==> config.mk <==
export PLATFORM = sky130hd
export DESIGN_NAME = radix_digit_emitter
export DESIGN_NICKNAME = d
export VERILOG_FILES = /design/src/design/rde_pkg.sv /design/src/design/radix_digit_emitter.sv /design/src/design/rde_queue.sv /design/src/design/rde_front.sv /design/src/design/rde_back.sv
export SDC_FILE = /design/constraint.sdc
export NUM_CORES = 2
export LEC_CHECK = 0
export ABC_AREA = 1
export BUFFER_PORTS_ARGS = -buffer_cell sky130_fd_sc_hd__clkbuf_2
export CORE_MARGIN = 4
export CORE_UTILIZATION = 50
export DETAILED_ROUTE_END_ITERATION = 10
export PLACE_DENSITY = 0.73
export SYNTH_ARGS = -nofsm -noshare
export SYNTH_HDL_FRONTEND = slang
export SYNTH_HIERARCHICAL = 1
export SYNTH_SLANG_ARGS = --single-unit
==> constraint.sdc <==
create_clock -name clock -period 17.4 [get_ports clock]
set_input_delay 0 -clock clock [delete_from_list [all_inputs] [get_ports clock]]
set_output_delay 0 -clock clock [all_outputs]
set_load 0.05 [all_outputs]
==> src/design/rde_pkg.sv <==
`default_nettype none
// ----------------------------------------------------------------------------
// rde_pkg
// Shared widths, register indexes, reset values and types of the radix digit
// emitter.
// ----------------------------------------------------------------------------
package rde_pkg;

   localparam int VALUE_W   = 64;
   localparam int DIGIT_W   = 4;
   localparam int CHAR_W    = 8;
   localparam int TOTAL_W   = 32;
   localparam int RADIX_W   = 5;
   localparam int CSR_IDX_W = 2;
   localparam int BYTE_W    = 8;
   localparam int NCHUNK    = VALUE_W / BYTE_W;
   localparam int CHUNK_W   = $clog2(NCHUNK);
   localparam int NUM_BANKS = 2;
   localparam int BANK_CNT_W = $clog2(NUM_BANKS + 1);

   localparam logic [CSR_IDX_W-1:0] CSR_RADIX      = 2'd0;
   localparam logic [CSR_IDX_W-1:0] CSR_CHARS_LOW  = 2'd1;
   localparam logic [CSR_IDX_W-1:0] CSR_CHARS_HIGH = 2'd2;

   localparam logic [RADIX_W-1:0] RADIX_RESET      = 5'd10;
   localparam logic [RADIX_W-1:0] RADIX_MIN        = 5'd2;
   localparam logic [VALUE_W-1:0] CHARS_LOW_RESET  = 64'h3736353433323130;
   localparam logic [VALUE_W-1:0] CHARS_HIGH_RESET = 64'h6665646362613938;

   typedef logic [DIGIT_W-1:0] digit_type;

   // One digit written into the digit stack by the front part.
   typedef struct packed {
      logic      en;
      logic      bank;
      digit_type digit;
   } stack_wr_type;

   function automatic logic [CHAR_W-1:0] char_of_digit(
      input digit_type          d,
      input logic [VALUE_W-1:0] chars_low,
      input logic [VALUE_W-1:0] chars_high
   );
      logic [2*VALUE_W-1:0] tbl;
      tbl = {chars_high, chars_low};
      return tbl[{d, 3'b000} +: CHAR_W];
   endfunction

endpackage
`default_nettype wire

==> src/design/radix_digit_emitter.sv <==
`default_nettype none
// ----------------------------------------------------------------------------
// radix_digit_emitter
// Converts unsigned 64-bit values into digit characters of a configurable
// base, most significant digit first, without leading zeros.
// ----------------------------------------------------------------------------
// Values enter through a queue-style port (req_push / req_full) and leave as
// one result per character (rsp_empty / rsp_pop), each with a last flag on
// the least significant digit and the running character count since reset.
// The csr_ port writes the radix and the two halves of the character table;
// it is always ready, and writes are meant for times when the block is idle.
// The digit generator does one byte of long division per cycle and starts at
// the leading nonzero byte, so a digit takes longer the higher that byte lies;
// a full 64-bit value has about 20 digits in base 10. The emitter then gives
// one character per cycle while the receiver keeps up, from a two-bank digit
// stack, so the generator works on the next value while the previous one is
// still being emitted. After the last digit is found, the first character
// passes the descriptor queue, a stack read and the result register.
// If the receiver stalls, the emitter holds its result register and the
// generator stops once both stack banks are taken; req_full then stays high.
// Reset empties both sides, clears the character count and restores base
// ten with the table "0123456789abcdef".
// ----------------------------------------------------------------------------
module radix_digit_emitter import rde_pkg::*; #(
   parameter int MAX_DIGITS = 64,
   parameter int MAX_RADIX  = 16
) (
   input  logic                 clock,
   input  logic                 reset,
   input  logic                 req_push,
   output logic                 req_full,
   input  logic [VALUE_W-1:0]   req_value,
   output logic                 rsp_empty,
   input  logic                 rsp_pop,
   output logic [CHAR_W-1:0]    rsp_character,
   output logic                 rsp_is_last,
   output logic [TOTAL_W-1:0]   rsp_total_emitted,
   input  logic                 csr_valid,
   output logic                 csr_ready,
   input  logic [CSR_IDX_W-1:0] csr_index,
   input  logic [VALUE_W-1:0]   csr_wdata
);

   localparam int IDX_W  = $clog2(MAX_DIGITS);
   localparam int DESC_W = IDX_W + 1;

   logic [RADIX_W-1:0] radix_ff;
   logic [VALUE_W-1:0] chars_low_ff;
   logic [VALUE_W-1:0] chars_high_ff;
   logic [RADIX_W-1:0] radix_eff;

   stack_wr_type         stack_wr;
   logic [IDX_W-1:0]     stack_wr_idx;
   logic                 desc_push;
   logic                 desc_push_bank;
   logic [IDX_W-1:0]     desc_push_last;
   logic [DESC_W-1:0]    desc_pop_data;
   logic                 desc_pop;
   logic                 desc_empty;
   logic [BANK_CNT_W-1:0] desc_count;
   logic                 back_busy;
   logic                 slot_free;

   assign csr_ready = 1'b1;

   always_ff @(posedge clock) begin
      if (reset) begin
         radix_ff      <= RADIX_RESET;
         chars_low_ff  <= CHARS_LOW_RESET;
         chars_high_ff <= CHARS_HIGH_RESET;
      end else if (csr_valid) begin
         case (csr_index)
            CSR_RADIX:      radix_ff      <= csr_wdata[RADIX_W-1:0];
            CSR_CHARS_LOW:  chars_low_ff  <= csr_wdata;
            CSR_CHARS_HIGH: chars_high_ff <= csr_wdata;
            default: begin
            end
         endcase
      end
   end

   always_comb begin
      radix_eff = radix_ff;
      if (radix_ff < RADIX_MIN) begin
         radix_eff = RADIX_MIN;
      end else if (radix_ff > RADIX_W'(MAX_RADIX)) begin
         radix_eff = RADIX_W'(MAX_RADIX);
      end
   end

   // Each number in the queue or in the emitter holds one stack bank.
   assign slot_free = ({1'b0, desc_count} + {{BANK_CNT_W{1'b0}}, back_busy})
                      < (BANK_CNT_W + 1)'(NUM_BANKS);

   rde_front #(
      .MAX_DIGITS (MAX_DIGITS)
   ) u_front (
      .clock        (clock),
      .reset        (reset),
      .req_push     (req_push),
      .req_full     (req_full),
      .req_value    (req_value),
      .radix        (radix_eff),
      .slot_free    (slot_free),
      .stack_wr     (stack_wr),
      .stack_wr_idx (stack_wr_idx),
      .desc_push    (desc_push),
      .desc_bank    (desc_push_bank),
      .desc_last    (desc_push_last)
   );

   rde_queue #(
      .DATA_W (DESC_W),
      .DEPTH  (NUM_BANKS)
   ) u_queue (
      .clock     (clock),
      .reset     (reset),
      .push      (desc_push),
      .push_data ({desc_push_bank, desc_push_last}),
      .pop       (desc_pop),
      .pop_data  (desc_pop_data),
      .empty     (desc_empty),
      .count     (desc_count)
   );

   rde_back #(
      .MAX_DIGITS (MAX_DIGITS)
   ) u_back (
      .clock             (clock),
      .reset             (reset),
      .stack_wr          (stack_wr),
      .stack_wr_idx      (stack_wr_idx),
      .desc_empty        (desc_empty),
      .desc_bank         (desc_pop_data[DESC_W-1]),
      .desc_last         (desc_pop_data[IDX_W-1:0]),
      .desc_pop          (desc_pop),
      .busy              (back_busy),
      .chars_low         (chars_low_ff),
      .chars_high        (chars_high_ff),
      .rsp_empty         (rsp_empty),
      .rsp_pop           (rsp_pop),
      .rsp_character     (rsp_character),
      .rsp_is_last       (rsp_is_last),
      .rsp_total_emitted (rsp_total_emitted)
   );

endmodule
`default_nettype wire

==> src/design/rde_queue.sv <==
`default_nettype none
// ----------------------------------------------------------------------------
// rde_queue
// Small FIFO of finished-number descriptors between the digit generator and
// the character emitter.
// ----------------------------------------------------------------------------
module rde_queue import rde_pkg::*; #(
   parameter int DATA_W = 7,
   parameter int DEPTH  = 2,
   localparam int PTR_W = (DEPTH > 1) ? $clog2(DEPTH) : 1,
   localparam int CNT_W = $clog2(DEPTH + 1)
) (
   input  logic              clock,
   input  logic              reset,
   input  logic              push,
   input  logic [DATA_W-1:0] push_data,
   input  logic              pop,
   output logic [DATA_W-1:0] pop_data,
   output logic              empty,
   output logic [CNT_W-1:0]  count
);

   logic [DATA_W-1:0] entry_ff [DEPTH];
   logic [PTR_W-1:0]  wr_ptr_ff, wr_ptr_in;
   logic [PTR_W-1:0]  rd_ptr_ff, rd_ptr_in;
   logic [CNT_W-1:0]  count_ff, count_in;

   function automatic logic [PTR_W-1:0] ptr_next(input logic [PTR_W-1:0] p);
      return (p == PTR_W'(DEPTH - 1)) ? '0 : p + PTR_W'(1);
   endfunction

   always_comb begin
      wr_ptr_in = push ? ptr_next(wr_ptr_ff) : wr_ptr_ff;
      rd_ptr_in = pop  ? ptr_next(rd_ptr_ff) : rd_ptr_ff;
      count_in  = count_ff;
      if (push && !pop) begin
         count_in = count_ff + CNT_W'(1);
      end else if (pop && !push) begin
         count_in = count_ff - CNT_W'(1);
      end
   end

   always_ff @(posedge clock) begin
      if (reset) begin
         wr_ptr_ff <= '0;
         rd_ptr_ff <= '0;
         count_ff  <= '0;
      end else begin
         wr_ptr_ff <= wr_ptr_in;
         rd_ptr_ff <= rd_ptr_in;
         count_ff  <= count_in;
      end
   end

   always_ff @(posedge clock) begin
      if (push) begin
         entry_ff[wr_ptr_ff] <= push_data;
      end
   end

   assign pop_data = entry_ff[rd_ptr_ff];
   assign empty    = (count_ff == '0);
   assign count    = count_ff;

   a_no_overflow: assert property (@(posedge clock) disable iff (reset)
      !(push && !pop && count_ff == CNT_W'(DEPTH)))
      else $error("descriptor queue written while full");

   a_no_underflow: assert property (@(posedge clock) disable iff (reset)
      !(pop && count_ff == '0))
      else $error("descriptor queue read while empty");

endmodule
`default_nettype wire

==> src/design/rde_front.sv <==
`default_nettype none
// ----------------------------------------------------------------------------
// rde_front
// Digit generator: accepts a value and divides it repeatedly by the radix,
// one byte of long division per cycle, writing the remainders into one bank
// of the digit stack. A finished number is handed on as a descriptor.
// ----------------------------------------------------------------------------
module rde_front import rde_pkg::*; #(
   parameter int MAX_DIGITS = 64,
   localparam int IDX_W = $clog2(MAX_DIGITS)
) (
   input  logic               clock,
   input  logic               reset,
   input  logic               req_push,
   output logic               req_full,
   input  logic [VALUE_W-1:0] req_value,
   input  logic [RADIX_W-1:0] radix,
   input  logic               slot_free,
   output stack_wr_type       stack_wr,
   output logic [IDX_W-1:0]   stack_wr_idx,
   output logic               desc_push,
   output logic               desc_bank,
   output logic [IDX_W-1:0]   desc_last
);

   localparam logic F_IDLE = 1'b0;
   localparam logic F_DIV  = 1'b1;

   logic               state_ff, state_in;
   logic               bank_ff, bank_in;
   logic [VALUE_W-1:0] v_ff, v_in;
   logic [VALUE_W-1:0] q_ff, q_in;
   digit_type          rem_ff, rem_in;
   logic [CHUNK_W-1:0] chunk_ff, chunk_in;
   logic [CHUNK_W-1:0] top_ff, top_in;
   logic               qtop_zero_ff, qtop_zero_in;
   logic [IDX_W-1:0]   n_ff, n_in;

   logic               accept;
   logic [BYTE_W-1:0]  byte_in;
   logic [BYTE_W-1:0]  qbyte;
   digit_type          rem_next;
   logic [RADIX_W-1:0] acc;
   logic [VALUE_W-1:0] q_next;
   logic               last_chunk;
   logic               done_digit;
   logic               finish;
   logic               zero_at_top;
   logic [CHUNK_W-1:0] next_top;

   function automatic logic [CHUNK_W-1:0] top_chunk(input logic [VALUE_W-1:0] v);
      logic [CHUNK_W-1:0] t;
      t = '0;
      for (int i = 0; i < NCHUNK; i++) begin
         if (v[i*BYTE_W +: BYTE_W] != '0) begin
            t = CHUNK_W'(i);
         end
      end
      return t;
   endfunction

   assign req_full = (state_ff == F_DIV) || !slot_free;
   assign accept   = req_push && !req_full;

   // Eight restoring steps of long division; the remainder stays below the
   // radix, so each step is a five-bit compare and subtract.
   always_comb begin
      byte_in  = v_ff[{chunk_ff, 3'b000} +: BYTE_W];
      rem_next = rem_ff;
      qbyte    = '0;
      acc      = '0;
      for (int i = BYTE_W - 1; i >= 0; i--) begin
         acc = {rem_next, byte_in[i]};
         if (acc >= radix) begin
            acc      = acc - radix;
            qbyte[i] = 1'b1;
         end
         rem_next = acc[DIGIT_W-1:0];
      end
      q_next = q_ff;
      q_next[{chunk_ff, 3'b000} +: BYTE_W] = qbyte;
   end

   assign last_chunk = (chunk_ff == '0);
   assign done_digit = (state_ff == F_DIV) && last_chunk;
   assign finish     = done_digit &&
                       ((q_next == '0) || (n_ff == IDX_W'(MAX_DIGITS - 1)));

   // Dividing by at most sixteen drops at most four bits, so the leading
   // byte of the quotient is the old one or the one below it.
   assign zero_at_top = (chunk_ff == top_ff) ? (qbyte == '0) : qtop_zero_ff;
   assign next_top    = (zero_at_top && top_ff != '0) ? top_ff - CHUNK_W'(1) : top_ff;

   always_comb begin
      state_in     = state_ff;
      bank_in      = bank_ff;
      v_in         = v_ff;
      q_in         = q_ff;
      rem_in       = rem_ff;
      chunk_in     = chunk_ff;
      top_in       = top_ff;
      qtop_zero_in = qtop_zero_ff;
      n_in         = n_ff;
      if (accept) begin
         state_in = F_DIV;
         v_in     = req_value;
         q_in     = '0;
         rem_in   = '0;
         chunk_in = top_chunk(req_value);
         top_in   = top_chunk(req_value);
         n_in     = '0;
      end else if (state_ff == F_DIV) begin
         q_in   = q_next;
         rem_in = rem_next;
         if (chunk_ff == top_ff) begin
            qtop_zero_in = (qbyte == '0);
         end
         if (!last_chunk) begin
            chunk_in = chunk_ff - CHUNK_W'(1);
         end else if (finish) begin
            state_in = F_IDLE;
            bank_in  = !bank_ff;
         end else begin
            v_in     = q_next;
            q_in     = '0;
            rem_in   = '0;
            chunk_in = next_top;
            top_in   = next_top;
            n_in     = n_ff + IDX_W'(1);
         end
      end
   end

   always_ff @(posedge clock) begin
      if (reset) begin
         state_ff <= F_IDLE;
         bank_ff  <= 1'b0;
      end else begin
         state_ff <= state_in;
         bank_ff  <= bank_in;
      end
   end

   always_ff @(posedge clock) begin
      v_ff         <= v_in;
      q_ff         <= q_in;
      rem_ff       <= rem_in;
      chunk_ff     <= chunk_in;
      top_ff       <= top_in;
      qtop_zero_ff <= qtop_zero_in;
      n_ff         <= n_in;
   end

   assign stack_wr.en    = done_digit;
   assign stack_wr.bank  = bank_ff;
   assign stack_wr.digit = rem_next;
   assign stack_wr_idx   = n_ff;
   assign desc_push      = finish;
   assign desc_bank      = bank_ff;
   assign desc_last      = n_ff;

   a_rem_below_radix: assert property (@(posedge clock) disable iff (reset)
      (state_ff == F_DIV) |-> ({1'b0, rem_ff} < radix))
      else $error("partial remainder not below the radix");

endmodule
`default_nettype wire

==> src/design/rde_back.sv <==
`default_nettype none
// ----------------------------------------------------------------------------
// rde_back
// Character emitter: owns the two-bank digit stack, takes descriptors of
// finished numbers and reads their digits back most significant first,
// mapping each to a character in the result register.
// ----------------------------------------------------------------------------
module rde_back import rde_pkg::*; #(
   parameter int MAX_DIGITS = 64,
   localparam int IDX_W  = $clog2(MAX_DIGITS),
   localparam int ADDR_W = IDX_W + 1
) (
   input  logic               clock,
   input  logic               reset,
   input  stack_wr_type       stack_wr,
   input  logic [IDX_W-1:0]   stack_wr_idx,
   input  logic               desc_empty,
   input  logic               desc_bank,
   input  logic [IDX_W-1:0]   desc_last,
   output logic               desc_pop,
   output logic               busy,
   input  logic [VALUE_W-1:0] chars_low,
   input  logic [VALUE_W-1:0] chars_high,
   output logic               rsp_empty,
   input  logic               rsp_pop,
   output logic [CHAR_W-1:0]  rsp_character,
   output logic               rsp_is_last,
   output logic [TOTAL_W-1:0] rsp_total_emitted
);

   localparam logic B_IDLE = 1'b0;
   localparam logic B_EMIT = 1'b1;

   digit_type          stack_mem [2**ADDR_W];
   digit_type          rdata_ff;

   logic               state_ff, state_in;
   logic               bank_ff, bank_in;
   logic [IDX_W-1:0]   idx_ff, idx_in;
   logic               out_valid_ff, out_valid_in;
   logic [CHAR_W-1:0]  char_ff, char_in;
   logic               last_ff, last_in;
   logic [TOTAL_W-1:0] total_ff, total_in;

   logic               slot_free;
   logic               start;
   logic               emit;
   logic               rd_en;
   logic [ADDR_W-1:0]  rd_addr;

   assign slot_free = !out_valid_ff || rsp_pop;
   assign start     = (state_ff == B_IDLE) && !desc_empty;
   assign emit      = (state_ff == B_EMIT) && slot_free;
   assign rd_en     = start || (emit && idx_ff != '0);
   assign rd_addr   = start ? {desc_bank, desc_last} : {bank_ff, idx_ff - IDX_W'(1)};

   always_ff @(posedge clock) begin
      if (stack_wr.en) begin
         stack_mem[{stack_wr.bank, stack_wr_idx}] <= stack_wr.digit;
      end
   end

   always_ff @(posedge clock) begin
      if (rd_en) begin
         rdata_ff <= stack_mem[rd_addr];
      end
   end

   // The read data stays put while the result register is stalled, since no
   // new read is issued until the current digit has gone out.
   always_comb begin
      state_in     = state_ff;
      bank_in      = bank_ff;
      idx_in       = idx_ff;
      out_valid_in = out_valid_ff;
      char_in      = char_ff;
      last_in      = last_ff;
      total_in     = total_ff;
      if (start) begin
         state_in = B_EMIT;
         bank_in  = desc_bank;
         idx_in   = desc_last;
      end
      if (emit) begin
         out_valid_in = 1'b1;
         char_in      = char_of_digit(rdata_ff, chars_low, chars_high);
         last_in      = (idx_ff == '0);
         total_in     = total_ff + TOTAL_W'(1);
         if (idx_ff == '0) begin
            state_in = B_IDLE;
         end else begin
            idx_in = idx_ff - IDX_W'(1);
         end
      end else if (rsp_pop) begin
         out_valid_in = 1'b0;
      end
   end

   always_ff @(posedge clock) begin
      if (reset) begin
         state_ff     <= B_IDLE;
         out_valid_ff <= 1'b0;
         total_ff     <= '0;
      end else begin
         state_ff     <= state_in;
         out_valid_ff <= out_valid_in;
         total_ff     <= total_in;
      end
   end

   always_ff @(posedge clock) begin
      bank_ff <= bank_in;
      idx_ff  <= idx_in;
      char_ff <= char_in;
      last_ff <= last_in;
   end

   assign desc_pop          = start;
   assign busy              = (state_ff == B_EMIT);
   assign rsp_empty         = !out_valid_ff;
   assign rsp_character     = char_ff;
   assign rsp_is_last       = last_ff;
   assign rsp_total_emitted = total_ff;

   a_total_steps: assert property (@(posedge clock) disable iff (reset)
      emit |=> (total_ff == $past(total_ff) + TOTAL_W'(1)))
      else $error("running total did not advance by one on a character");

endmodule
`default_nettype wire
==> metrics.md <==
| Metric | Value |
|---|---|
| Slowest-stage cell, CP | `inv_4` |
| DPL Wire Length | `68180 um` |
| Die area | `0.08963 mm^2` |
| CP Class | `register to register` |
| Max cap viols | `0` |
| Outcome | `completed` |
| Worst reg2reg path endpoint | `u_back/stack_mem[1][1]` |
| Starting DRT DRC Count | `3858` |
| Worst Setup EP | `u_back/stack_mem[1][1]` |
| Initial antenna violation count | `1` |
| Largest family of logic cells by synthesized area | `simple AND/OR/NAND/NOR gates` |
| Number of synthesized register bits | `865` |
| Number of remaining DRC errors | `0` |
| Final setup fails | `0` |
| Unrepaired setup endpoints after global routing | `no` |
| Vias in the first global route | `33.00k` |
| Worst skew pair latency | `0.66 ns` |
| Die W | `299.4 um` |
| EDFF count, synth | `611` |
| Layout cells sized above 1 | `0.07837` |
| Worst-path clk slew | `0.06 ns` |
| FFs w/ async S/R, synth | `0` |
| Post-synthesis compound-gate area fraction | `0.05199` |
| Total congestion overflow | `0` |
| CP max FO | `81` |
| Final instance area | `0.04831 mm^2` |
| Cell Area, Synth | `0.04245 mm^2` |
| Post-synth cell types | `49` |
| Mean Syn Cell Area | `8.313 um^2` |
| Final #Nets | `5486` |
| Fillers | `7240` |
| Via density | `5.328` |
| Worst reg2reg setup slack | `1.87 ns` |
| Root Buffer | `clkbuf_16` |
| Synthesis Warnings | `6` |
| WL/cell | `17.42 um` |
| Crit. End Element | `register` |
| Hold/Removal Path Class | `input port to register` |
| CP most frequent cell | `nand2_1` |
| Slew HR | `0.1951` |
| Worst Path Arrival | `15.90 ns` |
| Core ar. | `0.08395 mm^2` |
| Placed inst area | `0.04382 mm^2` |
| CTS tree | `done` |
| DR vias | `34.67k` |
| Htree depth | `3` |
| CP max stage delay | `0.70 ns` |
| Cells on worst reg2reg path | `66` |
| Synth Area in Simple Gates | `0.2612` |
| Die Y | `299.4 um` |
| Area of the multi-input gates | `0.01484 mm^2` |
| Reg-to-reg critical path startpoint | `u_front/chunk_ff[0]` |
| Main synth FF type | `edfxtp_1` |
| Setup TNS | `0 ns` |
| GP Congestion | `0.9420` |
| Io pins | `179` |
| Post-Synth XOR/XNOR Area | `0.005983` |
| # rows | `106` |
| Worst hold slack | `0.1046 ns` |
| CTS buffer count | `91` |
| Post_cts resized | `0` |
| Global-route wire length before repair | `177400 um` |
| Fmax | `0.06440 GHz` |
| Synth Instances | `5107` |
| Largest net degree at the start of global routing | `151` |
| Max-slew violations | `0` |
| Antenna Violating Nets Remaining | `0` |
| IO Port Bufs | `177` |
| Area Growth Syn to Fin | `13.80%` |
| CTS Buffer Depth | `3` |
| Fin crit share | `0.8924` |
| DRT Pass-1 Iters | `8` |
| Critical path data required time | `17.77 ns` |
| Tot GR Track Use | `0.2455` |
| Fin. Hold Viols | `0` |
| Worst setup startpoint | `u_front/chunk_ff[0]` |
| Multiplexer share of the synthesized area | `0.009402` |
| WL final | `113300 um` |
| Initial Utilization | `0.5057` |
| Min Tclk post-route | `15.53 ns` |
| Register area share after synthesis | `0.5520` |
| Register Area | `0.02343 mm^2` |
| Worst clock skew | `0.04012 ns` |
| Worst slew pin tran | `1.204 ns` |
| Syn nets | `5298` |
| Crit path launch type | `register` |
| Clk sinks | `865` |
| Post-Synth Adder-Cell Area | `0.01792` |
## repair_timing
item | in CTS | in global routing
hold endpoints to repair | 231 | 0
hold buffers | 143 | 0
setup buffers | 0 | 0
## worst min-delay path by stage
stage	endpoint	depth (start not counted)	startpoint
floorplan	register	1	reset
global placement	chars_high_ff[21]	3	csr_wdata[21]
detailed placement	chars_low_ff[45]	3	csr_wdata[45]
CTS	chars_low_ff[58]	4	csr_wdata[58]
global route	chars_low_ff[52]	4	csr_wdata[52]
finish	chars_low_ff[52]	4	csr_wdata[52]
## sequential cells by signal, summed over array words and instances (netlist names), 5 cells and up, named ones only
signal and flops:
u_back/stack_mem 512, chars_high_ff 64, chars_low_ff 64, u_front/q_ff 64
u_front/v_ff 64, u_back/rsp_total_emitted 32, u_queue/entry_ff 14, u_back/rsp_character 8
u_back/idx_ff 6, u_front/desc_last 6, radix_ff 5
## per-layer routing
| layer | up-vias | global-route usage | wire (um) |
|---|---|---|---|
| met1 | 16060 | 0.3286 | 45860 |
| met5 | - | 0 | 0 |
| met4 | 0 | 0.09794 | 4664 |
| met2 | 1539 | 0.4048 | 53600 |
| li1 | 16750 | - | - |
| met3 | 319 | 0.03549 | 9210 |
## per-stage QoR
| step | setup WS (ns) | instances | utilization |
|---|---|---|---|
| after floorplan | 4.420 | 5107 | - |
| after global placement | 2.849 | 6193 | 0.5220 |
| after detailed placement | 2.196 | 6193 | 0.5220 |
| after CTS | 2.160 | 6506 | 0.5754 |
| after global routing | 0.4844 | 6507 | 0.5755 |
| final | 1.872 | 6507 | 0.5755 |
## cell type report
type / instances / area share
flip-flops and latches: 865 / 0.4850
multi-input cells: 3183 / 0.3071
inverters: 805 / 0.06275
repair buffers: 349 / 0.05247
clock buffers: 110 / 0.04913
well taps: 1134 / 0.02937
clock inverters: 60 / 0.01409
diodes: 1 / 0.00005180
## synthesized netlist by cell type, types with 27 or more instances
| master | instances | share of area |
|---|---|---|
| nand2_1 | 1460 | 0.13 |
| inv_1 | 792 | 0.070 |
| nand3_1 | 629 | 0.074 |
| edfxtp_1 | 611 | 0.43 |
| nor2_1 | 466 | 0.041 |
| dfxtp_1 | 254 | 0.12 |
| o21ai_0 | 173 | 0.020 |
| a21oi_1 | 125 | 0.015 |
| clkbuf_1 | 105 | 0.0093 |
| buf_2 | 97 | 0.011 |
| ha_1 | 48 | 0.014 |
| buf_4 | 35 | 0.0062 |
| o211ai_1 | 34 | 0.0060 |
| a31oi_1 | 32 | 0.0047 |
| mux2i_1 | 32 | 0.0075 |
| nor3_1 | 27 | 0.0032 |
## cells by family (layout without fill, tap and decap cells)
logic type / Yosys count / in the layout
adders and majority gates: 56 / 56
and+or+nand+nor: 2659 / 2659
xor gates and xnor gates: 29 / 29
buffers and inverters: 1059 / 1324
DFF: 865 / 865
AOI/OAI and AO/OA: 399 / 399
other: 1 / 2
muxes: 39 / 39
## worst max-delay path, delay by kind of cell (launching register included)
family          cells  cell delay (ns)
compound gates     10             2.44
fa+ha+maj           8             2.56
buf+inv            13             4.25
flops               1             0.33
simple gates       35             5.56
## cells in the final DEF (no fill, tap or decap), drive strengths merged, types with 27 or more instances in the layout
| cell type | instances |
|---|---|
| mux2i | 32 |
| inv | 809 |
| nor2 | 481 |
| dfxtp | 254 |
| nand3 | 630 |
| edfxtp | 611 |
| nand2 | 1479 |
| o211ai | 34 |
| dlygate4sd3 | 143 |
| a21oi | 126 |
| clkbuf | 287 |
| buf | 29 |
| nor3 | 29 |
| nand4 | 27 |
| ha | 48 |
| a31oi | 32 |
| o21ai | 184 |
| clkinv | 40 |
Power is left out: the tool's default activity adds up to more than one toggle a clock period on the data nets, which glitch-free logic cannot reach.
